==> config.mk <==
export PLATFORM = sky130hd
export DESIGN_NAME = palette_fade_engine_core
export DESIGN_NICKNAME = d
export VERILOG_FILES = /design/src/rtl/pfe_pkg.sv /design/src/rtl/pfe_ram.sv /design/src/rtl/pfe_front.sv /design/src/rtl/pfe_back.sv /design/src/rtl/palette_fade_engine_core.sv
export SDC_FILE = /design/constraint.sdc
export NUM_CORES = 2
export LEC_CHECK = 0
export BUFFER_PORTS_ARGS = -buffer_cell sky130_fd_sc_hd__buf_2
export CORE_UTILIZATION = 60
export DETAILED_ROUTE_END_ITERATION = 8
export GPL_TIMING_DRIVEN = 0
export PLACE_DENSITY = 0.77
export SLEW_MARGIN = 20
export SYNTH_ARGS = -nofsm -noshare
export SYNTH_HDL_FRONTEND = slang
export SYNTH_SLANG_ARGS = --single-unit
==> constraint.sdc <==
create_clock -name clk -period 11.1 [get_ports clk]
set_clock_uncertainty 0.2 [all_clocks]
set_input_delay 1.11 -clock clk [delete_from_list [all_inputs] [get_ports clk]]
set_output_delay 1.11 -clock clk [all_outputs]
set_load 0.02 [all_outputs]
==> src/rtl/pfe_pkg.sv <==
// ----------------------------------------------------------------------------
// pfe_pkg: palette fade engine shared definitions
// Sizes, mode and operation codes, command word layout and channel helpers.
// ----------------------------------------------------------------------------
package pfe_pkg;

    localparam int PALETTE_ENTRIES = 64;
    localparam int CHANNEL_BITS    = 6;
    localparam int FIELD_BITS      = 6;
    localparam int MODE_BITS       = 3;
    localparam int ENTRY_BITS      = $clog2(PALETTE_ENTRIES);
    localparam int RGB_BITS        = 3 * CHANNEL_BITS;
    localparam int OP_BITS         = 3;
    localparam int QUEUE_DEPTH     = 2;
    localparam int QPTR_BITS       = $clog2(QUEUE_DEPTH);
    localparam int QCNT_BITS       = $clog2(QUEUE_DEPTH + 1);
    localparam int WRAP_STEPS      = 4;

    localparam logic [MODE_BITS-1:0] MODE_WR_CUR  = 3'd0;
    localparam logic [MODE_BITS-1:0] MODE_WR_TGT  = 3'd1;
    localparam logic [MODE_BITS-1:0] MODE_RD_REG  = 3'd2;
    localparam logic [MODE_BITS-1:0] MODE_RD_ATTR = 3'd3;
    localparam logic [MODE_BITS-1:0] MODE_MORPH   = 3'd4;
    localparam logic [MODE_BITS-1:0] MODE_COPY    = 3'd5;

    localparam logic [OP_BITS-1:0] OP_WR_CUR = 3'd0;
    localparam logic [OP_BITS-1:0] OP_WR_TGT = 3'd1;
    localparam logic [OP_BITS-1:0] OP_READ   = 3'd2;
    localparam logic [OP_BITS-1:0] OP_MORPH  = 3'd3;
    localparam logic [OP_BITS-1:0] OP_COPY   = 3'd4;
    localparam logic [OP_BITS-1:0] OP_NOP    = 3'd5;

    typedef logic [CHANNEL_BITS-1:0] chan_t;
    typedef logic [ENTRY_BITS-1:0]   entry_t;
    typedef logic [FIELD_BITS-1:0]   field_t;

    localparam entry_t LAST_ENTRY = entry_t'(PALETTE_ENTRIES - 1);

    typedef struct packed {
        chan_t red;
        chan_t green;
        chan_t blue;
    } rgb_t;

    typedef struct packed {
        logic [OP_BITS-1:0] op;
        entry_t             entry;
        rgb_t               rgb;
    } cmd_t;

    function automatic field_t attr_entry(input logic [3:0] attr);
        field_t r;
        case (attr)
            4'd0:    r = 6'd0;
            4'd1:    r = 6'd1;
            4'd2:    r = 6'd2;
            4'd3:    r = 6'd3;
            4'd4:    r = 6'd4;
            4'd5:    r = 6'd5;
            4'd6:    r = 6'd20;
            4'd7:    r = 6'd7;
            4'd8:    r = 6'd56;
            4'd9:    r = 6'd57;
            4'd10:   r = 6'd58;
            4'd11:   r = 6'd59;
            4'd12:   r = 6'd60;
            4'd13:   r = 6'd61;
            4'd14:   r = 6'd62;
            default: r = 6'd63;
        endcase
        return r;
    endfunction

    function automatic entry_t wrap_entry(input field_t v);
        logic [31:0] t;
        t = 32'(v);
        for (int k = 0; k < WRAP_STEPS; k++)
        begin
            if (t >= 32'(PALETTE_ENTRIES))
            begin
                t = t - 32'(PALETTE_ENTRIES);
            end
        end
        return t[ENTRY_BITS-1:0];
    endfunction

    function automatic chan_t field_to_chan(input field_t f);
        logic [31:0] t;
        t = 32'(f);
        return t[CHANNEL_BITS-1:0];
    endfunction

    function automatic field_t chan_to_field(input chan_t c);
        logic [31:0] t;
        t = 32'(c);
        return t[FIELD_BITS-1:0];
    endfunction

    function automatic field_t entry_to_field(input entry_t e);
        logic [31:0] t;
        t = 32'(e);
        return t[FIELD_BITS-1:0];
    endfunction

    function automatic chan_t approach(input chan_t c, input chan_t t);
        chan_t r;
        if (c > t)
        begin
            r = c - chan_t'(1);
        end
        else if (c < t)
        begin
            r = c + chan_t'(1);
        end
        else
        begin
            r = c;
        end
        return r;
    endfunction

endpackage

==> src/rtl/pfe_ram.sv <==
// ----------------------------------------------------------------------------
// pfe_ram: generic single-write, single-read RAM
// One write port and one read port with registered read data.
// ----------------------------------------------------------------------------
module pfe_ram #(
    parameter int WIDTH = 18,
    parameter int DEPTH = 64
) (
    input  logic                     clk,
    input  logic                     we,
    input  logic [$clog2(DEPTH)-1:0] waddr,
    input  logic [WIDTH-1:0]         wdata,
    input  logic [$clog2(DEPTH)-1:0] raddr,
    output logic [WIDTH-1:0]         rdata
);

    logic [WIDTH-1:0] mem [DEPTH];
    logic [WIDTH-1:0] rdata_reg;

    always_ff @(posedge clk)
    begin
        if (we)
        begin
            mem[waddr] <= wdata;
        end
        rdata_reg <= mem[raddr];
    end

    assign rdata = rdata_reg;

endmodule

==> src/rtl/pfe_front.sv <==
// ----------------------------------------------------------------------------
// pfe_front: command intake and queue
// Accepts words, maps modes to operations, resolves the addressed entry
// and holds decoded commands in a short queue for the back end.
// ----------------------------------------------------------------------------
module pfe_front (
    input  logic                              clk,
    input  logic                              rst_n,
    input  logic                              start,
    output logic                              busy,
    input  logic [pfe_pkg::MODE_BITS-1:0]     mode,
    input  logic [pfe_pkg::FIELD_BITS-1:0]    index,
    input  logic [pfe_pkg::FIELD_BITS-1:0]    red_in,
    input  logic [pfe_pkg::FIELD_BITS-1:0]    green_in,
    input  logic [pfe_pkg::FIELD_BITS-1:0]    blue_in,
    input  logic                              pop,
    output logic                              cmd_valid,
    output pfe_pkg::cmd_t                     cmd
);

    pfe_pkg::cmd_t                   cmd_in;
    pfe_pkg::cmd_t                   q_reg [pfe_pkg::QUEUE_DEPTH];
    logic [pfe_pkg::QPTR_BITS-1:0]   wr_ptr_reg, wr_ptr_next;
    logic [pfe_pkg::QPTR_BITS-1:0]   rd_ptr_reg, rd_ptr_next;
    logic [pfe_pkg::QCNT_BITS-1:0]   count_reg, count_next;
    logic                            push;

    always_comb
    begin
        case (mode)
            pfe_pkg::MODE_WR_CUR:  cmd_in.op = pfe_pkg::OP_WR_CUR;
            pfe_pkg::MODE_WR_TGT:  cmd_in.op = pfe_pkg::OP_WR_TGT;
            pfe_pkg::MODE_RD_REG:  cmd_in.op = pfe_pkg::OP_READ;
            pfe_pkg::MODE_RD_ATTR: cmd_in.op = pfe_pkg::OP_READ;
            pfe_pkg::MODE_MORPH:   cmd_in.op = pfe_pkg::OP_MORPH;
            pfe_pkg::MODE_COPY:    cmd_in.op = pfe_pkg::OP_COPY;
            default:               cmd_in.op = pfe_pkg::OP_NOP;
        endcase
        if (mode == pfe_pkg::MODE_RD_ATTR)
        begin
            cmd_in.entry = pfe_pkg::wrap_entry(pfe_pkg::attr_entry(index[3:0]));
        end
        else
        begin
            cmd_in.entry = pfe_pkg::wrap_entry(index);
        end
        cmd_in.rgb.red   = pfe_pkg::field_to_chan(red_in);
        cmd_in.rgb.green = pfe_pkg::field_to_chan(green_in);
        cmd_in.rgb.blue  = pfe_pkg::field_to_chan(blue_in);
    end

    assign busy      = (count_reg == pfe_pkg::QCNT_BITS'(pfe_pkg::QUEUE_DEPTH));
    assign cmd_valid = (count_reg != '0);
    assign cmd       = q_reg[rd_ptr_reg];
    assign push      = start && !busy;

    always_comb
    begin
        wr_ptr_next = wr_ptr_reg;
        rd_ptr_next = rd_ptr_reg;
        count_next  = count_reg;
        if (push)
        begin
            wr_ptr_next = wr_ptr_reg + pfe_pkg::QPTR_BITS'(1);
        end
        if (pop)
        begin
            rd_ptr_next = rd_ptr_reg + pfe_pkg::QPTR_BITS'(1);
        end
        case ({push, pop})
            2'b10:   count_next = count_reg + pfe_pkg::QCNT_BITS'(1);
            2'b01:   count_next = count_reg - pfe_pkg::QCNT_BITS'(1);
            default: count_next = count_reg;
        endcase
    end

    always_ff @(posedge clk or negedge rst_n)
    begin
        if (!rst_n)
        begin
            wr_ptr_reg <= '0;
            rd_ptr_reg <= '0;
            count_reg  <= '0;
        end
        else
        begin
            wr_ptr_reg <= wr_ptr_next;
            rd_ptr_reg <= rd_ptr_next;
            count_reg  <= count_next;
        end
    end

    always_ff @(posedge clk)
    begin
        if (push)
        begin
            q_reg[wr_ptr_reg] <= cmd_in;
        end
    end

endmodule

==> src/rtl/pfe_back.sv <==
// ----------------------------------------------------------------------------
// pfe_back: palette storage and command execution
// Holds both palettes in RAM with per-entry valid bits, performs writes
// and reads, sweeps all entries for morph and copy, and drives results.
// ----------------------------------------------------------------------------
module pfe_back (
    input  logic                              clk,
    input  logic                              rst_n,
    input  logic                              cmd_valid,
    input  pfe_pkg::cmd_t                     cmd,
    output logic                              pop,
    output logic                              done,
    output logic [pfe_pkg::FIELD_BITS-1:0]    red_out,
    output logic [pfe_pkg::FIELD_BITS-1:0]    green_out,
    output logic [pfe_pkg::FIELD_BITS-1:0]    blue_out,
    output logic [pfe_pkg::FIELD_BITS-1:0]    entry_used
);

    localparam logic [1:0] ST_IDLE  = 2'd0;
    localparam logic [1:0] ST_READ  = 2'd1;
    localparam logic [1:0] ST_SWEEP = 2'd2;
    localparam logic [1:0] ST_DRAIN = 2'd3;

    logic [1:0]                            state_reg, state_next;
    pfe_pkg::entry_t                       cnt_reg, cnt_next;
    pfe_pkg::entry_t                       entry_reg, entry_next;
    pfe_pkg::entry_t                       paddr_reg, paddr_next;
    logic [pfe_pkg::OP_BITS-1:0]           op_reg, op_next;
    logic                                  pend_reg, pend_next;
    logic                                  cvld_reg, cvld_next;
    logic                                  tvld_reg, tvld_next;
    logic [pfe_pkg::PALETTE_ENTRIES-1:0]   cur_vld_reg, cur_vld_next;
    logic [pfe_pkg::PALETTE_ENTRIES-1:0]   tgt_vld_reg, tgt_vld_next;
    logic                                  done_reg, done_next;
    pfe_pkg::field_t                       red_reg, red_next;
    pfe_pkg::field_t                       green_reg, green_next;
    pfe_pkg::field_t                       blue_reg, blue_next;
    pfe_pkg::field_t                       used_reg, used_next;

    logic                                  cur_we, tgt_we;
    pfe_pkg::entry_t                       cur_waddr, cur_raddr;
    pfe_pkg::rgb_t                         cur_wdata;
    logic [pfe_pkg::RGB_BITS-1:0]          cur_rdata, tgt_rdata;
    pfe_pkg::rgb_t                         cur_eff, tgt_eff, sweep_rgb;

    pfe_ram #(
        .WIDTH (pfe_pkg::RGB_BITS),
        .DEPTH (pfe_pkg::PALETTE_ENTRIES)
    ) u_cur_ram (
        .clk   (clk),
        .we    (cur_we),
        .waddr (cur_waddr),
        .wdata (cur_wdata),
        .raddr (cur_raddr),
        .rdata (cur_rdata)
    );

    pfe_ram #(
        .WIDTH (pfe_pkg::RGB_BITS),
        .DEPTH (pfe_pkg::PALETTE_ENTRIES)
    ) u_tgt_ram (
        .clk   (clk),
        .we    (tgt_we),
        .waddr (cmd.entry),
        .wdata (cmd.rgb),
        .raddr (cnt_reg),
        .rdata (tgt_rdata)
    );

    assign cur_eff = cvld_reg ? pfe_pkg::rgb_t'(cur_rdata) : '0;
    assign tgt_eff = tvld_reg ? pfe_pkg::rgb_t'(tgt_rdata) : '0;

    always_comb
    begin
        if (op_reg == pfe_pkg::OP_COPY)
        begin
            sweep_rgb = tgt_eff;
        end
        else
        begin
            sweep_rgb.red   = pfe_pkg::approach(cur_eff.red, tgt_eff.red);
            sweep_rgb.green = pfe_pkg::approach(cur_eff.green, tgt_eff.green);
            sweep_rgb.blue  = pfe_pkg::approach(cur_eff.blue, tgt_eff.blue);
        end
    end

    always_comb
    begin
        state_next   = state_reg;
        cnt_next     = cnt_reg;
        entry_next   = entry_reg;
        paddr_next   = paddr_reg;
        op_next      = op_reg;
        pend_next    = 1'b0;
        cvld_next    = cvld_reg;
        tvld_next    = tvld_reg;
        cur_vld_next = cur_vld_reg;
        tgt_vld_next = tgt_vld_reg;
        done_next    = 1'b0;
        red_next     = red_reg;
        green_next   = green_reg;
        blue_next    = blue_reg;
        used_next    = used_reg;
        pop          = 1'b0;
        cur_we       = 1'b0;
        tgt_we       = 1'b0;
        cur_waddr    = cmd.entry;
        cur_wdata    = cmd.rgb;
        cur_raddr    = cnt_reg;

        // retire the entry whose read was issued in the previous sweep cycle
        if (pend_reg)
        begin
            cur_we                  = 1'b1;
            cur_waddr               = paddr_reg;
            cur_wdata               = sweep_rgb;
            cur_vld_next[paddr_reg] = 1'b1;
        end

        case (state_reg)
            ST_IDLE:
            begin
                if (cmd_valid)
                begin
                    pop = 1'b1;
                    case (cmd.op)
                        pfe_pkg::OP_WR_CUR:
                        begin
                            cur_we                  = 1'b1;
                            cur_vld_next[cmd.entry] = 1'b1;
                            done_next               = 1'b1;
                            red_next                = '0;
                            green_next              = '0;
                            blue_next               = '0;
                            used_next               = pfe_pkg::entry_to_field(cmd.entry);
                        end
                        pfe_pkg::OP_WR_TGT:
                        begin
                            tgt_we                  = 1'b1;
                            tgt_vld_next[cmd.entry] = 1'b1;
                            done_next               = 1'b1;
                            red_next                = '0;
                            green_next              = '0;
                            blue_next               = '0;
                            used_next               = pfe_pkg::entry_to_field(cmd.entry);
                        end
                        pfe_pkg::OP_READ:
                        begin
                            cur_raddr  = cmd.entry;
                            cvld_next  = cur_vld_reg[cmd.entry];
                            entry_next = cmd.entry;
                            state_next = ST_READ;
                        end
                        pfe_pkg::OP_MORPH,
                        pfe_pkg::OP_COPY:
                        begin
                            op_next    = cmd.op;
                            cnt_next   = '0;
                            state_next = ST_SWEEP;
                        end
                        default:
                        begin
                            done_next  = 1'b1;
                            red_next   = '0;
                            green_next = '0;
                            blue_next  = '0;
                            used_next  = '0;
                        end
                    endcase
                end
            end
            ST_READ:
            begin
                done_next  = 1'b1;
                red_next   = pfe_pkg::chan_to_field(cur_eff.red);
                green_next = pfe_pkg::chan_to_field(cur_eff.green);
                blue_next  = pfe_pkg::chan_to_field(cur_eff.blue);
                used_next  = pfe_pkg::entry_to_field(entry_reg);
                state_next = ST_IDLE;
            end
            ST_SWEEP:
            begin
                pend_next  = 1'b1;
                paddr_next = cnt_reg;
                cvld_next  = cur_vld_reg[cnt_reg];
                tvld_next  = tgt_vld_reg[cnt_reg];
                if (cnt_reg == pfe_pkg::LAST_ENTRY)
                begin
                    state_next = ST_DRAIN;
                end
                else
                begin
                    cnt_next = cnt_reg + pfe_pkg::entry_t'(1);
                end
            end
            ST_DRAIN:
            begin
                done_next  = 1'b1;
                red_next   = '0;
                green_next = '0;
                blue_next  = '0;
                used_next  = '0;
                state_next = ST_IDLE;
            end
            default:
            begin
                state_next = ST_IDLE;
            end
        endcase
    end

    always_ff @(posedge clk or negedge rst_n)
    begin
        if (!rst_n)
        begin
            state_reg   <= ST_IDLE;
            cnt_reg     <= '0;
            op_reg      <= pfe_pkg::OP_NOP;
            pend_reg    <= 1'b0;
            cvld_reg    <= 1'b0;
            tvld_reg    <= 1'b0;
            cur_vld_reg <= '0;
            tgt_vld_reg <= '0;
            done_reg    <= 1'b0;
        end
        else
        begin
            state_reg   <= state_next;
            cnt_reg     <= cnt_next;
            op_reg      <= op_next;
            pend_reg    <= pend_next;
            cvld_reg    <= cvld_next;
            tvld_reg    <= tvld_next;
            cur_vld_reg <= cur_vld_next;
            tgt_vld_reg <= tgt_vld_next;
            done_reg    <= done_next;
        end
    end

    always_ff @(posedge clk)
    begin
        entry_reg <= entry_next;
        paddr_reg <= paddr_next;
        red_reg   <= red_next;
        green_reg <= green_next;
        blue_reg  <= blue_next;
        used_reg  <= used_next;
    end

    assign done       = done_reg;
    assign red_out    = red_reg;
    assign green_out  = green_reg;
    assign blue_out   = blue_reg;
    assign entry_used = used_reg;

endmodule

==> src/rtl/palette_fade_engine_core.sv <==
// ----------------------------------------------------------------------------
// palette_fade_engine_core: palette fade engine top level
// done is registered: writes and unused modes raise it from the idle
// state, reads from ST_READ after the registered RAM read, and morph and
// copy from ST_DRAIN after one RAM pass. The back end takes a word only
// when idle; a two-word queue in front lets start be taken while a sweep
// runs. Reset clears both palettes at once through per-entry valid bits.
// ----------------------------------------------------------------------------
module palette_fade_engine_core (
    input  logic                              clk,
    input  logic                              rst_n,
    input  logic                              start,
    output logic                              busy,
    input  logic [pfe_pkg::MODE_BITS-1:0]     mode,
    input  logic [pfe_pkg::FIELD_BITS-1:0]    index,
    input  logic [pfe_pkg::FIELD_BITS-1:0]    red_in,
    input  logic [pfe_pkg::FIELD_BITS-1:0]    green_in,
    input  logic [pfe_pkg::FIELD_BITS-1:0]    blue_in,
    output logic                              done,
    output logic [pfe_pkg::FIELD_BITS-1:0]    red_out,
    output logic [pfe_pkg::FIELD_BITS-1:0]    green_out,
    output logic [pfe_pkg::FIELD_BITS-1:0]    blue_out,
    output logic [pfe_pkg::FIELD_BITS-1:0]    entry_used
);

    logic          pop;
    logic          cmd_valid;
    pfe_pkg::cmd_t cmd;

    pfe_front u_front (
        .clk       (clk),
        .rst_n     (rst_n),
        .start     (start),
        .busy      (busy),
        .mode      (mode),
        .index     (index),
        .red_in    (red_in),
        .green_in  (green_in),
        .blue_in   (blue_in),
        .pop       (pop),
        .cmd_valid (cmd_valid),
        .cmd       (cmd)
    );

    pfe_back u_back (
        .clk        (clk),
        .rst_n      (rst_n),
        .cmd_valid  (cmd_valid),
        .cmd        (cmd),
        .pop        (pop),
        .done       (done),
        .red_out    (red_out),
        .green_out  (green_out),
        .blue_out   (blue_out),
        .entry_used (entry_used)
    );

endmodule

# --- After elaboration in Yosys (flattened, before gate mapping) ---
# Memories as Yosys holds them, arrays and structs flattened. A register that Yosys moved wholly into a read port is not among the register bits.
# Cells that the tools add are included.
word_totals:
  ram_bits: 2358
  out_inout_bits: 26
  memories: 4
  reg_bits: 183
  romBits: 96
classes:
  muxes: 69
  add_sub_neg: 11
  order_cmp: 11
  bitwise: 3
  n_eq_ne: 24
  reduce_logical: 23
memory_table:
  columns: ["name", "words", "width", "rd", "rd_clocked_by_memory_dff", "write_ports", "line_no", "rtl"]
  rows:
  - ["u_back.u_cur_ram.mem", 64, 18, 1, 1, 1, "pfe_ram.sv:17", "logic [WIDTH-1:0] mem [DEPTH];"]
  - ["u_back.u_tgt_ram.mem", 64, 18, 1, 1, 1, "pfe_ram.sv:17", null]
  - ["(no name shown)", 16, 6, 1, 0, 0, "pfe_pkg.sv:53", "case (attr)"]
  - ["u_front.q_reg", 2, 27, 1, 0, 1, "pfe_front.sv:22", "pfe_pkg::cmd_t q_reg [pfe_pkg::QUEUE_DEPTH];"]
op_table:
  columns: ["op", "n"]
  rows:
  - ["64-bit 2-to-1 mux", 4]
  - ["64-bit OR", 3]
  - ["6-bit 2-to-1 mux", 17]
  - ["18-bit 2-to-1 mux", 4]
  - ["6-bit case mux with 3 select lines", 4]
  - ["1-bit 2-to-1 mux", 25]
  - ["6-bit by 1-bit adder with 6-bit output (second input constant)", 4]
  - ["6-bit case mux with 2 select lines", 2]
  - ["6-bit by 7-bit less-than comparator with 1-bit output (second input constant)", 3]
  - ["1-bit binary-select mux with 6-bit select", 3]
  - ["6-bit > comparator", 3]
  - ["6-bit less-than comparator", 3]
  - ["3-bit AND reduction", 6]
  - ["6-bit by 1-bit subtractor with 6-bit output (second input constant)", 3]
  - ["3-bit case mux with 5 select lines", 1]
  - ["1-bit demux with 6-bit select", 2]
  - ["3-bit by 2-bit equality test with 1-bit output (second input constant)", 4]
  - ["3-bit equality test (second input constant)", 4]
  - ["6-bit by 1-bit >= comparator with 1-bit output (second input constant)", 2]
  - ["2-bit != test (second input constant)", 5]
  - ["2-bit equality test (second input constant)", 4]
  - ["2-bit case mux with 2 select lines", 2]
  - ["2-bit OR reduction", 4]
  - ["3-bit by 1-bit equality test with 1-bit output (second input constant)", 2]
  - ["18 further kinds", 27]

# --- Depth between registers and ports, before layout ---
depth:
  word_depth: 10
  ltp_mapped: 15
  ltp_nobuf: 11

# --- Modules after synthesis ---
# Synthesis repeated with hierarchy kept, for this count alone.
unflattened:
  hier_cells: 4986
  hier_area_um2: 101813.9
by_module_without_submodules:
  columns: ["module", "area_each_um2", "n_inst", "seq_area_each_um2", "cells_per_inst"]
  rows:
  - ["pfe_ram", 44621.5, 2, 34953.5, 1957]
  - ["pfe_back", 10231.1, 1, 4662.0, 958]
  - ["pfe_front", 2339.7, 1, 1721.7, 114]

# --- Worst setup path before layout ---
# OpenSTA, ideal clock, no wires.
synth_timing:
  path_kind: "reg2reg"
  startpoint: "reg u_back.cvld_reg"
  endpoint: "mem u_back.u_cur_ram.mem[0][13], data pin"
  arrival_time_ns: 5.214
  required_ns: 10.181
  path_stages_with_launch: 13
  n_path_buf: 3
  setup_ns: 0.719
  synth_period_minus_slack_ns: 6.133
  setup_slack_ns: 4.967
  cell_sequence: "dfrtp_1 -> clkbuf_1 -> clkbuf_1 -> nand2_1 -> inv_1 -> ha_1 -> a21o_1 -> a21o_1 -> a221oi_1 -> clkbuf_1 -> o21ai_0 -> o311a_1 -> o31ai_1"
synth_rtl:
  columns: ["element", "line_no", "rtl"]
  rows:
  - ["start, declared", "pfe_back.sv:30", "logic cvld_reg, cvld_next;"]
  - ["start signal, assigned", "pfe_back.sv:232", "cvld_reg <= cvld_next;"]
  - ["end, declared", "pfe_ram.sv:17", null]

# --- Final worst setup path ---
layout_timing:
  startpoint: "reg u_front.rd_ptr_reg"
  endpoint: "mem u_back.u_tgt_ram.mem[18][9] (enable)"
layout_via:
  elab_chain_cells: 7
layout_rtl:
  columns: ["element", "line_no", "rtl"]
  rows:
  - ["start, declared", "pfe_front.sv:24", "logic [pfe_pkg::QPTR_BITS-1:0] rd_ptr_reg, rd_ptr_next;"]
  - ["start signal, assigned", "pfe_front.sv:88", "rd_ptr_reg <= rd_ptr_next;"]
  - ["memory 2 x 27 bit (*)", null, null]
  - ["3-bit by 1-bit equality test with 1-bit output", "pfe_back.sv:126", "case (cmd.op)"]
  - ["1-bit 2-to-1 mux", "pfe_back.sv:126", null]
  - ["1-bit 2-to-1 mux", "pfe_back.sv:123", "if (cmd_valid)"]
  - ["1-bit 2-to-1 mux", "pfe_back.sv:120", "case (state_reg)"]
  - ["1-bit 2-to-1 mux", "pfe_ram.sv:22", "if (we)"]
  - ["1-bit 2-to-1 mux (not written as such)", "pfe_ram.sv:24", "mem[waddr] <= wdata;"]
  - ["end, declared", "pfe_ram.sv:17", null]
# Mark *: on every way between the ends. The rest lies on a longest branch, timed or not.

==> results.py <==
metrics = {
    "clock_network": {
        "cts_setup_buffers": 0,
        "clkSinkCount": 2577,
        "insertion_delay_ns": 0.90,
        "cts.path.max_buffers": 3,
        "clk_pin_slew_ns": 0.07,
        "cts_tree": "built",
        "htree_num_levels": 4,
        "root_buffer": "clkbuf_16",
        "numCtsBuffers": 237,
    },
    "setup_path": {
        "critPathMaxStageDelay_ns": 0.87,
        "rr_startpoint": "u_front.rd_ptr_reg",
        "reg2regPathDepth": 10,
        "start_kind": "flip-flop",
        "path_cells": "buf_2 -> mux2i_1 -> and2_0 -> clkbuf_1 -> and2_1 -> clkbuf_1 -> clkbuf_1 -> nand2_1 -> nor2_2 -> buf_6",
        "crit_path_top_delay_cell": "nor2_2",
        "cp-end-kind": "flip-flop",
        "critPathKind": "reg -> reg",
        "rr_endpoint": "u_back.u_tgt_ram.mem[18][9]",
        "crit_top_cell": "clkbuf_1",
        "critPathArrivalTime_ns": 6.26,
        "critPathMaxFanout": 12,
        "reg2reg_slack_ns": 5.23,
        "crit_required_ns": 11.49,
    },
    "min_path": {
        "whs_path_depth": 1,
        "hold_class": "in -> reg",
        "whs_endpoint": "u_front.q_reg[1][1]",
        "hold_start": "blue_in[1]",
    },
    "cells_and_area": {
        "final_cell_area_um2": 115000,
        "area_delta_synth_final_pct": 14.1,
        "final_cell_mix": "edfxtp_1 (2394), nand2_1 (950), mux4_2 (421)",
        "top_regs": "u_back.u_cur_ram.mem: 1152 flops, u_back.u_tgt_ram.mem: 1152 flops",
        "final_common_cell": "edfxtp_1",
        "multi_input_area_um2": 24100,
        "final_util_pct": 69.0,
        "fill_cells": 10118,
        "final_layout_size_suffix_gt1_share_pct": 20.1,
        "instances_no_fill": 8734,
        "regArea_um2": 76300,
        "fin_nets": 6369,
    },
    "logic_synthesis": {
        "synthCells": 5856,
        "netlist_area_um2": 101000,
        "synth.yosys.seq_area_share_pct": 75.4,
        "syn-num-nets": 5912,
        "synth_edf_count": 2394,
        "synth_ff_type": "edfxtp_1",
        "async_flop_share_pct": 5.70,
        "ys_ff_latch": 2577,
        "synth.distinct_cells": 65,
        "avgSynthCellArea_um2": 17.3,
        "ys_warn_count": 0,
    },
    "place": {
        "dpl_worst_slack_ns": 5.68,
        "globalplace.congestion": 1.00,
        "place_hpwl_um": 192000,
        "place_inst": 8277,
        "place_area_um2": 108000,
        "portBuffers": 55,
    },
    "floorplanning": {
        "rows": 150,
        "die_area_um2": 170000,
        "start_util_pct": 60.5,
        "fp.dieH_um": 413,
        "io_pins": 56,
        "die_w_um": 413,
        "core_area_um2": 167000,
    },
    "power_and_ir_drop": {
        "power_leakage_uw": 0.0388,
        "peakVddDrop_v": 0.000224,
        "powerDensity_nw_per_um2": 285,
    },
    "timing": {
        "hold_violations": 0,
        "setup_viol": 0,
        "drv_slew": 0,
        "rsz0062_at_grt": "false",
        "holdWs_ns": 0.212,
        "worst_slew_pin_slew_ns": 1.33,
        "period_needed_ns": 5.87,
        "max_freq_ghz": 0.170,
        "period_share_pct": 52.9,
        "slew_headroom_pct": 11.6,
        "finalWorstSetupSlack_ns": 5.23,
    },
    "run": {
        "cap_violations": 0,
    },
    "drt": {
        "drt-wirelength-per-cell_um": 33.3,
        "dr.pass1.iters": 7,
        "vias_per_cell": 6.88,
        "drt_iter0_markers": 10009,
        "m1WireLength_um": 103000,
        "top_layer_used": "met5",
        "ant_nets": 0,
        "drc": 0,
        "wl_met3_um": 41900,
        "routed-via-count": 60099,
        "wl_met2_um": 132000,
        "routed_wl_um": 291000,
    },
    "global_route": {
        "grt_max_degree": 80,
        "grt_overflow": 0,
        "grt_pass1_vias": 57972,
        "grt_pass1_wl_um": 410000,
        "grt_antenna_before_repair": 12,
        "track_usage_pct": 34.3,
    },
    "outcome": {
        "outcome": "finished, final reports clean",
    },
}
## power by group
part | total (uW) | internal [uW] | leakage (uW) | switching [uW]
Combinational | 11800 | 3710 | 0.0112 | 8080
Clock | 8160 | 4560 | 0.00377 | 3590
Sequential | 13000 | 12700 | 0.0238 | 326
Total | 32900 | 20900 | 0.0388 | 12000
## Yosys cell counts (all sizes together), types with 4 or more instances
master	number	area, um^2
a221o	62	621
o21a	7	52.6
nor2	237	892
a22o	15	131
a221oi	5	43.8
a31oi	41	257
mux2	27	304
nor3	21	105
nand3b	4	30.0
o22ai	4	25.0
o31ai	4	30.0
nand3	238	1190
nor2b	8	50.1
dfrtp	145	3630
or3	4	25.0
dfxtp	36	721
xnor2	20	175
or2	68	425
xor2	4	35.0
nand2b	14	87.6
nand2	950	3570
mux2i	166	1660
buf	114	512
a21o	6	45.0
a32oi	108	946
a222oi	11	110
edfxtp	2394	71900
a22oi	114	856
a21oi	168	841
or4	19	143
and2	10	62.6
o21ai	22	110
ha	26	325
clkbuf	215	807
nand4	78	488
inv	34	128
and3	6	37.5
mux4	421	9480
## worst max-delay path: cells and delay by family (launching register included)
family | cells | cell delay [ns]
multiplexers | 1 | 0.75
AND/OR/NAND/NOR | 4 | 2.13
flip-flops | 1 | 0.45
buffers and inverters | 5 | 2.02
## cell families after synthesis
family,Yosys count,synth area share [%]
flip-flops,2577,75.4
XOR/XNOR,24,0.208
adder cells (fa/ha/maj),26,0.322
buffers and inverters,365,1.44
AO/OA/AOI/OAI,582,4.16
multiplexers,614,11.3
AND/OR/NAND/NOR,1668,7.11
## layer usage
metal / up-vias / global-route usage (%)
met3: 829 / 11.4
met2: 4831 / 51.3
met5: - / 0.170
met4: 14 / 14.2
li1: 24024 / -
met1: 30401 / 46.8
## cell type report
class,instances,area share [%]
diodes,8,0.0174
plain buffers,329,1.17
clock buffers,303,5.49
clock inverters,145,1.20
inverters,36,0.117
multi-input cells,2914,20.9
flip-flops and latches,2577,66.1
well taps,2204,2.39
repair buffers,218,2.56
## repair_timing
item	4_1_cts	5_1_grt
endpoints found under the hold margin	62	0
resized for setup	0	0
hold buffers	1	0
## per-stage QoR
step | setup TNS [ns] | power (uW)
after floorplan | 0 | 19200
after global placement | -73.47 | 23500
after detailed placement | 0 | 24500
after CTS | 0 | 32600
after global routing | 0 | 33700
final | 0 | 32900
## how the worst max path moves through the flow
stage                         startpoint                      endpoint  slack [ns]
floorplan                u_back.cvld_reg   u_back.u_cur_ram.mem[0][13]        4.97
CTS                   u_front.rd_ptr_reg   u_back.u_tgt_ram.mem[18][9]        5.62
detailed placement    u_front.rd_ptr_reg   u_back.u_tgt_ram.mem[18][9]        5.68
finish                u_front.rd_ptr_reg   u_back.u_tgt_ram.mem[18][9]        5.23
global route        u_front.q_reg[1][26]    u_back.u_cur_ram.rdata[14]        5.32
global placement         u_back.cvld_reg  u_back.u_cur_ram.mem[25][13]       -1.16
No activity file was read; power rests on OpenSTA's default activity.
